$ cat src/design/cfm_pkg.sv
// shared types and constants for the capture frequency meter
package cfm_pkg;

    // field widths
    localparam int unsigned CaptureW = 16;
    localparam int unsigned PeriodW  = 17;
    localparam int unsigned ClockW   = 27;
    localparam int unsigned CountW   = 16;

    // divider step count, one quotient bit per step
    localparam int unsigned DivSteps = ClockW;
    localparam int unsigned StepW    = $clog2(DivSteps);

    // reset value of the clock frequency register
    localparam logic [ClockW-1:0] ClockReset = ClockW'(8000000);

    // event source codes
    typedef enum logic {
        CMD_CAPTURE = 1'b0,
        CMD_OTHER   = 1'b1
    } cmd_t;

    // sequencer states, one-hot
    typedef enum logic [2:0] {
        ST_IDLE   = 3'b001,
        ST_DIVIDE = 3'b010,
        ST_WRITE  = 3'b100
    } state_t;

    // divider request from the sequencer
    typedef struct packed {
        logic              start;
        logic [ClockW-1:0]  dividend;
        logic [PeriodW-1:0] divisor;
    } div_req_t;

    // divider status back to the sequencer
    typedef struct packed {
        logic busy;
        logic done;
    } div_stat_t;

endpackage

$ cat src/design/capture_frequency_meter_unit.sv
// capture frequency meter: period, frequency, pulse count and indicator per capture
// a capture beat is accepted, runs 27 divider steps, hands the quotient over and loads the
// output register; no new beat is taken until that load
// a non-capture beat leaves the sequencer idle, a zero period skips the divider; s_tready stays low until the result
// is loaded, so m_tready back-pressure also stalls the input; reset: synchronous, active low,
// clears counts, previous capture and indicator, loads 8000000 into the clock register
module capture_frequency_meter_unit
    import cfm_pkg::*;
(
    input  logic        aclk,
    input  logic        aresetn,
    // configuration write: clock_hz
    input  logic        cfg_valid,
    output logic        cfg_ready,
    input  logic [26:0] cfg_data,
    // input beats
    input  logic        s_tvalid,
    output logic        s_tready,
    input  logic [23:0] s_tdata,   // [15:0] capture_value, [16] rolled_over, [23:17] zero
    input  logic [0:0]  s_tuser,   // [0] cmd
    // result beats
    output logic        m_tvalid,
    input  logic        m_tready,
    output logic [63:0] m_tdata,   // [16:0] period_ticks, [43:17] frequency_hz,
                                   // [59:44] pulse_total, [60] indicator, [63:61] zero
    output logic [0:0]  m_tuser    // [0] zero_period
);

    state_t              state_reg, state_next;
    logic [ClockW-1:0]   clock_reg;
    logic [CaptureW-1:0] prev_reg;
    logic [CountW-1:0]   pulse_reg;
    logic                ind_reg;
    logic [PeriodW-1:0]  period_reg;
    logic                zero_reg;

    logic                m_valid_reg, m_valid_next;
    logic [63:0]         m_data_reg;
    logic                m_zero_reg;

    logic                s_accept;
    logic                capture;
    logic [CaptureW-1:0] cur;
    logic [PeriodW-1:0]  period;
    logic                out_free;
    logic                load_out;

    div_req_t            div_req;
    div_stat_t           div_stat;
    logic [ClockW-1:0]   quotient;

    // handshakes
    assign cfg_ready = 1'b1;
    assign s_tready  = (state_reg == ST_IDLE);
    assign s_accept  = s_tvalid && s_tready;
    assign capture   = s_accept && (cmd_t'(s_tuser[0]) == CMD_CAPTURE);
    assign cur       = s_tdata[CaptureW-1:0];
    assign out_free  = !m_valid_reg || m_tready;
    assign load_out  = (state_reg == ST_WRITE) && out_free;

    // period between this capture and the previous one
    always_comb begin
        if (s_tdata[16]) begin
            period = {1'b1, cur} - {1'b0, prev_reg};
        end else begin
            period = {1'b0, cur - prev_reg};
        end
    end

    // divider request
    assign div_req.start    = capture && (period != '0);
    assign div_req.dividend = clock_reg;
    assign div_req.divisor  = period;

    cfm_div u_div (
        .aclk     (aclk),
        .aresetn  (aresetn),
        .req      (div_req),
        .stat     (div_stat),
        .quotient (quotient)
    );

    // sequencer
    always_comb begin
        state_next = state_reg;
        case (state_reg)
            ST_IDLE: begin
                if (capture) begin
                    state_next = (period == '0) ? ST_WRITE : ST_DIVIDE;
                end
            end
            ST_DIVIDE: begin
                if (div_stat.done) begin
                    state_next = ST_WRITE;
                end
            end
            ST_WRITE: begin
                if (out_free) begin
                    state_next = ST_IDLE;
                end
            end
            default: state_next = ST_IDLE;
        endcase
    end

    // output register valid
    always_comb begin
        m_valid_next = m_valid_reg;
        if (load_out) begin
            m_valid_next = 1'b1;
        end else if (m_tready) begin
            m_valid_next = 1'b0;
        end
    end

    // control state
    always_ff @(posedge aclk) begin
        if (!aresetn) begin
            state_reg   <= ST_IDLE;
            clock_reg   <= ClockReset;
            prev_reg    <= '0;
            pulse_reg   <= '0;
            ind_reg     <= 1'b0;
            m_valid_reg <= 1'b0;
        end else begin
            state_reg   <= state_next;
            m_valid_reg <= m_valid_next;
            if (cfg_valid && cfg_ready) begin
                clock_reg <= cfg_data;
            end
            if (capture) begin
                prev_reg  <= cur;
                pulse_reg <= pulse_reg + 1'b1;
                ind_reg   <= ~ind_reg;
            end
        end
    end

    // per-capture payload
    always_ff @(posedge aclk) begin
        if (capture) begin
            period_reg <= period;
            zero_reg   <= (period == '0);
        end
        if (load_out) begin
            m_data_reg <= {3'b000, ind_reg, pulse_reg,
                           zero_reg ? '0 : quotient, period_reg};
            m_zero_reg <= zero_reg;
        end
    end

    assign m_tvalid   = m_valid_reg;
    assign m_tdata    = m_data_reg;
    assign m_tuser[0] = m_zero_reg;

    // divider only runs in the divide state
    a_busy_in_divide: assert property (@(posedge aclk) disable iff (!aresetn)
        div_stat.busy |-> (state_reg == ST_DIVIDE))
        else $error("divider busy outside divide state");

    // zero period skips the divider
    a_zero_skip: assert property (@(posedge aclk) disable iff (!aresetn)
        (capture && (period == '0)) |=> (state_reg == ST_WRITE) && !div_stat.busy)
        else $error("zero period did not skip the divider");

    // each capture advances the pulse count by one
    a_pulse_step: assert property (@(posedge aclk) disable iff (!aresetn)
        capture |=> (pulse_reg == $past(pulse_reg) + 1'b1))
        else $error("pulse count did not advance");

    // a loaded result is presented on the next cycle
    a_load_shows: assert property (@(posedge aclk) disable iff (!aresetn)
        load_out |=> m_valid_reg)
        else $error("loaded result not valid");

endmodule

$ cat src/design/cfm_div.sv
// iterative restoring divider, one quotient bit per cycle
module cfm_div
    import cfm_pkg::*;
(
    input  logic               aclk,
    input  logic               aresetn,
    input  div_req_t           req,
    output div_stat_t          stat,
    output logic [ClockW-1:0]  quotient
);

    logic                busy_reg, busy_next;
    logic                done_reg, done_next;
    logic [StepW-1:0]    count_reg, count_next;
    logic [PeriodW-1:0]  rem_reg, rem_next;
    logic [ClockW-1:0]   quo_reg, quo_next;
    logic [PeriodW-1:0]  dsr_reg, dsr_next;

    logic [PeriodW:0]    trial;
    logic [PeriodW:0]    diff;

    // trial subtract of the shifted partial remainder
    assign trial = {rem_reg, quo_reg[ClockW-1]};
    assign diff  = trial - {1'b0, dsr_reg};

    // step control
    always_comb begin
        busy_next  = busy_reg;
        done_next  = 1'b0;
        count_next = count_reg;
        rem_next   = rem_reg;
        quo_next   = quo_reg;
        dsr_next   = dsr_reg;
        if (req.start) begin
            busy_next  = 1'b1;
            count_next = StepW'(DivSteps - 1);
            rem_next   = '0;
            quo_next   = req.dividend;
            dsr_next   = req.divisor;
        end else if (busy_reg) begin
            if (trial >= {1'b0, dsr_reg}) begin
                rem_next = diff[PeriodW-1:0];
                quo_next = {quo_reg[ClockW-2:0], 1'b1};
            end else begin
                rem_next = trial[PeriodW-1:0];
                quo_next = {quo_reg[ClockW-2:0], 1'b0};
            end
            if (count_reg == '0) begin
                busy_next = 1'b0;
                done_next = 1'b1;
            end else begin
                count_next = count_reg - 1'b1;
            end
        end
    end

    // control registers
    always_ff @(posedge aclk) begin
        if (!aresetn) begin
            busy_reg <= 1'b0;
            done_reg <= 1'b0;
        end else begin
            busy_reg <= busy_next;
            done_reg <= done_next;
        end
    end

    // datapath registers
    always_ff @(posedge aclk) begin
        count_reg <= count_next;
        rem_reg   <= rem_next;
        quo_reg   <= quo_next;
        dsr_reg   <= dsr_next;
    end

    assign stat.busy = busy_reg;
    assign stat.done = done_reg;
    assign quotient  = quo_reg;

    // a new division never starts over a running one
    a_no_restart: assert property (@(posedge aclk) disable iff (!aresetn)
        req.start |-> !busy_reg)
        else $error("divider started while busy");

    // done follows the last step
    a_done_after_busy: assert property (@(posedge aclk) disable iff (!aresetn)
        done_reg |-> $past(busy_reg))
        else $error("divider done without a running division");

    // remainder stays below the divisor while running
    a_rem_bound: assert property (@(posedge aclk) disable iff (!aresetn)
        busy_reg |-> (rem_reg < dsr_reg))
        else $error("partial remainder out of range");

endmodule

$ cat config.mk
export PLATFORM = sky130hd
export DESIGN_NAME = capture_frequency_meter_unit
export DESIGN_NICKNAME = d
export VERILOG_FILES = /design/src/design/cfm_pkg.sv /design/src/design/capture_frequency_meter_unit.sv /design/src/design/cfm_div.sv
export SDC_FILE = /design/constraint.sdc
export NUM_CORES = 1
export LEC_CHECK = 0
export BUFFER_PORTS_ARGS = -buffer_cell sky130_fd_sc_hd__buf_2
export CORE_AREA = 2 2 137 139
export DETAILED_ROUTE_END_ITERATION = 16
export DIE_AREA = 0 0 139 141
export GPL_ROUTABILITY_DRIVEN = 0
export PLACE_DENSITY = 0.75
export SYNTH_ARGS = -nofsm -noshare
export SYNTH_HDL_FRONTEND = slang
export SYNTH_SLANG_ARGS = --single-unit
export TNS_END_PERCENT = 10
$ cat constraint.sdc
create_clock -name aclk -period 7.8 [get_ports aclk]
set_input_delay 0 -clock aclk [delete_from_list [all_inputs] [get_ports aclk]]
set_output_delay 0 -clock aclk [all_outputs]
set_load 0.1 [all_outputs]
==> flow_summary_export.csv, run 1 <==
group,metric,value,unit
global_route,overflow,0,
routing,route.vias.total,6835,
hold_path,worst_hold_path_type,"in -> reg",
outcome,outcome,"complete, no violations",
worst_setup_path,crit_required,8.07,ns
sta,setup_viol,0,
global_route,grtUsageTotal,20.2,%
floorplanning,die_h,141,um
layout,finalNetCount,1124,
worst_setup_path,crit_type,"reg -> reg",
global_route,first_global_vias,6785,
routing,first_iter_violations,381,
pwr,p_total,2.98,mW
sta,slew_headroom,27.5,%
place,post-place-ws,3.28,ns
floorplanning,coreArea,0.0183,sq mm
worst_setup_path,crit_chain,"ha_1 -> fa_1 -> nor2b_4 -> o31ai_4 -> a211oi_1 -> nor2_1 -> nor3_1 -> nor4_4 -> a21oi_4 -> buf_4 -> mux2_2",
routing,first_pass_iters,4,
clock_network,clk_pin_slew,0.06,ns
clock_network,cts_max_path_buffers,3,
global_route,grt_pass1_wl,32700,um
pwr,p_leak,4.74,nW
worst_setup_path,slowest_delay,0.69,ns
clock_network,cts_buffers,23,
clock_network,clock_sinks,212,
place,dp_cells,1184,
floorplanning,dieArea,0.0196,sq mm
sta,layout_setup_ws,3.25,ns
logic_synthesis,synth-seq-area-share,55.9,%
routing,vias_per_cell,5.34,
worst_setup_path,end_kind,"flop",
sta,max_freq,0.220,GHz
routing,wire_per_inst,15.5,um
floorplanning,die_w,139,um
clock_network,insertion_delay,0.52,ns
logic_synthesis,syn_inst,865,
sta,period_needed,4.55,ns
logic_synthesis,synth-main-ff-cell,"edfxtp_1",
sta,fin_tns_setup,0,ns
global_route,grt_start_max_net_pins,57,
worst_setup_path,critPathLaunchType,"flop",
layout,final_core_util,64.9,%
place,hpwl,12700,um
pwr,powerDensity,251,mW/mm^2
place,io_buffers,113,
logic_synthesis,ys_ff_latch,212,
job,drv_cap,0,
logic_synthesis,async_reset_ff_share,0,%
sta,finClkSkew,0.0174,ns
clock_network,cts_tree,"done",
layout,area_delta_synth_final,20.8,%
routing,detail-route-antenna-nets,0,
logic_synthesis,synth.avg_cell_area,11.3,sq um
logic_synthesis,yosysUniqueCellTypes,69,
clock_network,post-cts-setup-buffers,0,
layout,antenna_cells,0,
logic_synthesis,yosys_warnings,0,
routing,finalWirelength,19800,um
layout,largest_reg_flops,61,
sta,drv_slew,0,
worst_setup_path,crit_slowest_cell,"buf_4",
floorplanning,rows,50,
routing,drc,0,
global_route,antenna_found_initial,0,
worst_setup_path,arrival,4.82,ns
floorplanning,pin_count,125,
sta,grt_setup_unrepaired,"false",
sta,tightest_slew,1.08,ns
sta,hold_violations,0,
layout,final_cells,1280,
clock_network,clockRootBuffer,"clkbuf_16",
sta,finalCritPeriodShare,58.3,%
logic_synthesis,syn-cell-area,0.00981,sq mm
clock_network,htreeDepth,1,
floorplanning,start_util,53.7,%
pwr,vdd_drop_max,261,uV
layout,drive_gt1_share,19.0,%
logic_synthesis,synth_edf_count,124,
worst_setup_path,path_max_fanout,45,
-- synth_stat cells (22+ instances only) --
cell / n / area, sq um
nor2b_1: 36 / 225
clkbuf_1: 22 / 82.6
mux2i_1: 34 / 340
edfxtp_1: 124 / 3720
dfxtp_1: 88 / 1760
nor2_1: 79 / 297
o21ai_0: 35 / 175
mux2_4: 24 / 360
nand2_1: 67 / 251
a21oi_1: 40 / 200
ha_1: 36 / 450
inv_1: 51 / 191
-- area by class of cell --
cell class              instances  area [sq um]
clock inverters                14           140
multi-input cells             567          3980
flip-flops and latches        212          5490
fillers                      1346          6410
inverters                      52           195
clock buffers                  28           614
well taps                     234           293
repair buffers                173          1150
-- routing by layer --
metal	routed length [um]	share of wire [%]	vias to the layer above	track usage [%]
li1	-	-	3410	-
met1	8970	45	3281	26.4
met2	9810	49	116	35.0
met3	678	3.4	28	2.96
met4	361	1.8	0	6.01
met5	0	0	-	0
-- power breakdown --
| part | total (mW) | internal, mW | switching [mW] |
|---|---|---|---|
| Combinational | 0.581 | 0.264 | 0.317 |
| Sequential | 1.33 | 1.28 | 0.0493 |
| Clock | 1.07 | 0.633 | 0.439 |
-- cells in the final DEF (no fill, tap or decap), types with 5 or more instances in the layout --
master,n
a211oi_1,20
a21boi_0,5
a21o_1,10
a21oi_1,40
and2_1,8
and3_1,8
buf_2,113
buf_4,6
clkbuf_16,23
clkinv_2,5
dfxtp_1,88
dlygate4sd3_1,54
edfxtp_1,124
ha_1,36
inv_1,50
mux2_2,5
mux2_4,24
mux2i_1,34
nand2_1,67
nand2b_1,11
nand3_1,11
nand4_1,8
nor2_1,79
nor2b_1,36
nor3_1,14
nor4_1,6
o21a_1,9
o21ai_0,35
or3_1,9
xnor2_1,16
xor2_1,17
-- kinds of logic after synthesis --
kind of cell / Yosys count / share of synthesized area, %
AOI/OAI and AO/OA: 154 / 10.6
xor gates and xnor gates: 33 / 2.95
adders and majority gates: 38 / 5.00
buffers and inverters: 88 / 3.79
DFF: 212 / 55.9
muxes: 63 / 7.72
other: 2 / 0.0765
and+or+nand+nor: 275 / 14.0
-- worst paths after layout --
path                      start           endpoint  slack, ns  cells after the start
setup / recovery    prev_reg[0]  u_div.quotient[2]       3.25                     11
hold / removal        cfg_valid       clock_reg[6]       0.19                      3
setup reg to reg    prev_reg[0]  u_div.quotient[2]       3.25                     11
hold reg to reg   period_reg[2]         m_tdata[2]       0.42                      0
-- metrics by stage --
stage,cell area (sq um),hold WS [ns]
2_1_floorplan,9820,0.128
3_3_place_gp,10600,0.220
3_5_place_dp,10600,0.226
4_1_cts,11900,0.177
5_1_grt,11900,0.215
6_report,11900,0.190
-- worst max-delay path: cells and delay by family (launching register included) --
family                   cells  cell delay, ns
buffers and inverters        1            0.69
AND/OR/NAND/NOR              4            1.00
multiplexers                 1            0.42
adder cells (fa/ha/maj)      2            0.63
AO/OA/AOI/OAI                3            1.22
flip-flops                   1            0.32
-- timing repair --
action	CTS	global route
gates resized for setup	0	0
hold buffers	54	0
setup endpoints to repair	0	0
endpoints found under the hold margin	50	0
Note: power is estimated with default switching activity, not from simulation.
==> run 2: changes to the inputs <==
==> constraint.sdc (replaced) <==
create_clock -name aclk -period 4.2 [get_ports aclk]
set_input_delay 0 -clock aclk [delete_from_list [all_inputs] [get_ports aclk]]
set_output_delay 0 -clock aclk [all_outputs]
set_load 0.1 [all_outputs]
==> run 2 against run 1 <==
Net effect:
- flip-flop and latch count unchanged
- die area unchanged
- count of clock-buffer cells in the layout increased by 1
- clock power increased by 90%
- first-iteration DRC count decreased by 6.0%
- combinational power increased by 89%
- global-route usage increased by 0.40 points
- fmax increased by 26%
- clock skew decreased by 0.00074 ns
- cell count increased by 0.16%
- critical endpoint unchanged
==> flow_summary_export.csv, run 2 (synthesized netlist as in run 1, its figures left out) <==
group,metric,value,unit
outcome,outcome,"complete, no violations",
clock_network,cts_hold_buf,54,
worst_setup_path,critPathLaunchType,"flop",
clock_network,insertion_delay,0.51,ns
layout,seq_area,0.00549,sq mm
layout,final_common_cell,"edfxtp_1",
hold_path,min_from,"s_tvalid",
routing,first_iter_violations,358,
routing,drc,0,
layout,drive_gt1_share,19.5,%
global_route,overflow,0,
floorplanning,dieArea,0.0196,sq mm
hold_path,min_path_cells,5,
floorplanning,start_util,53.7,%
global_route,met3_usage,3.19,%
worst_setup_path,crit_type,"reg -> reg",
layout,area_delta_synth_final,21.5,%
sta,period_needed,3.62,ns
floorplanning,coreArea,0.0183,sq mm
floorplanning,rows,50,
clock_network,cts_tree,"done",
routing,wire_per_inst,15.8,um
sta,max_freq,0.276,GHz
clock_network,post-cts-setup-buffers,0,
sta,grt_setup_unrepaired,"false",
worst_setup_path,r2r_start,"prev_reg[4]",
floorplanning,die_h,141,um
routing,vias_per_cell,5.34,
global_route,grt_pass1_wl,33500,um
clock_network,clock_sinks,212,
worst_setup_path,end_kind,"flop",
worst_setup_path,crit_chain,"inv_1 -> ha_1 -> and2_1 -> o211ai_1 -> a21oi_1 -> nor4_1 -> a311oi_1 -> nor3_1 -> a21oi_4 -> buf_4 -> mux2_2",
pwr,powerDensity,469,mW/mm^2
clock_network,cts_buffers,22,
worst_setup_path,path_max_fanout,24,
sta,drv_slew,0,
floorplanning,die_w,139,um
sta,hold_violations,0,
global_route,first_global_vias,6875,
global_route,grt_start_max_net_pins,57,
worst_setup_path,reg2reg_depth,11,
worst_setup_path,slowest_delay,0.61,ns
routing,first_pass_iters,5,
layout,largest_reg_flops,61,
worst_setup_path,cp-startpoint,"prev_reg[4]",
sta,finClkSkew,0.0167,ns
sta,slew_headroom,24.5,%
clock_network,clockRootBuffer,"clkbuf_16",
routing,route.vias.total,6845,
layout,nFillCells,1371,
job,drv_cap,0,
clock_network,post_cts_resized,0,
global_route,grtUsageTotal,20.6,%
layout,finalNetCount,1127,
worst_setup_path,crit_slowest_cell,"a311oi_1",
layout,final_core_util,65.3,%
global_route,antenna_found_initial,0,
floorplanning,pin_count,125,
sta,layout_setup_ws,0.581,ns
global_route,busiest_layer,"met2",
clock_network,htreeDepth,1,
place,post-place-ws,0.619,ns
worst_setup_path,arrival,3.88,ns
hold_path,worst_hold_path_type,"in -> reg",
layout,final_cell_mix,"edfxtp_1, buf_2, dfxtp_1",
worst_setup_path,crit_required,4.46,ns
layout,antenna_cells,0,
clock_network,cts_max_path_buffers,3,
sta,tightest_slew,1.13,ns
clock_network,clk_pin_slew,0.06,ns
layout,multiInputGateArea,0.00398,sq mm
global_route,met1_usage,26.6,%
place,io_buffers,113,
place,hpwl,12800,um
sta,setup_viol,0,
global_route,gr-usage-met2,35.7,%
sta,hold_slack,0.0396,ns
pwr,vdd_drop_max,363,uV
sta,finalCritPeriodShare,86.2,%
pwr,p_leak,4.78,nW
routing,finalWirelength,20300,um
routing,detail-route-antenna-nets,0,
[run 2: changes by cell type in the layout (fill, tap and decap cells not counted)]
cell and delta:
clkinv_4 +1, buf_12 +1, inv_16 -1, clkbuf_16 +1, clkinvlp_4 -1, clkinv_8 +1, buf_4 +3, clkinv_1 -3
inv_8 +1, nor3_4 +1, clkinv_2 -1, nor3_2 -1
[run 2: critical path, delay by kind of cell, from the launching register on]
family / cells / cell delay, ns
AO/OA/AOI/OAI: 4 / 1.34
AND/OR/NAND/NOR: 3 / 0.52
buffers and inverters: 2 / 0.40
adder cells (fa/ha/maj): 1 / 0.39
multiplexers: 1 / 0.39
flip-flops: 1 / 0.32
[run 2: per-stage QoR]
stage | setup TNS (ns) | instance area (sq um) | std cells | power [mW]
floorplan | -76.28 | 9820 | 867 | 3.31
global placement | 0 | 10600 | 1188 | 3.52
detailed placement | 0 | 10600 | 1188 | 3.55
CTS | 0 | 11900 | 1282 | 5.62
global route | 0 | 11900 | 1282 | 5.86
finish | 0 | 11900 | 1282 | 5.59
[run 2: layer usage]
layer / vias to the layer above / share of wire, %
li1: 3426 / -
met1: 3227 / 44
met2: 158 / 49
met3: 34 / 4.3
met4: 0 / 2.7
met5: - / 0
[run 2: cell type report]
type	instances	share of cell area [%]
clock buffer	29	5.36
clock inverter	11	1.11
inverter	52	1.64
multi-input combinational	567	33.4
sequential	212	46.0
tap	234	2.46
timing repair buffer	177	10.0
[run 2: final timing paths]
path / end / slack, ns
setup / recovery: u_div.quotient[2] / 0.58
hold / removal: prev_reg[14] / 0.04
setup reg to reg: u_div.quotient[2] / 0.58
hold reg to reg: m_tdata[5] / 0.42
[run 2: power by group]
| group | internal [mW] | total, mW | switching [mW] |
|---|---|---|---|
| combinational | 0.497 | 1.10 | 0.604 |
| clock | 1.21 | 2.03 | 0.817 |
| sequential | 2.37 | 2.46 | 0.0953 |
| total | 4.08 | 5.59 | 1.52 |
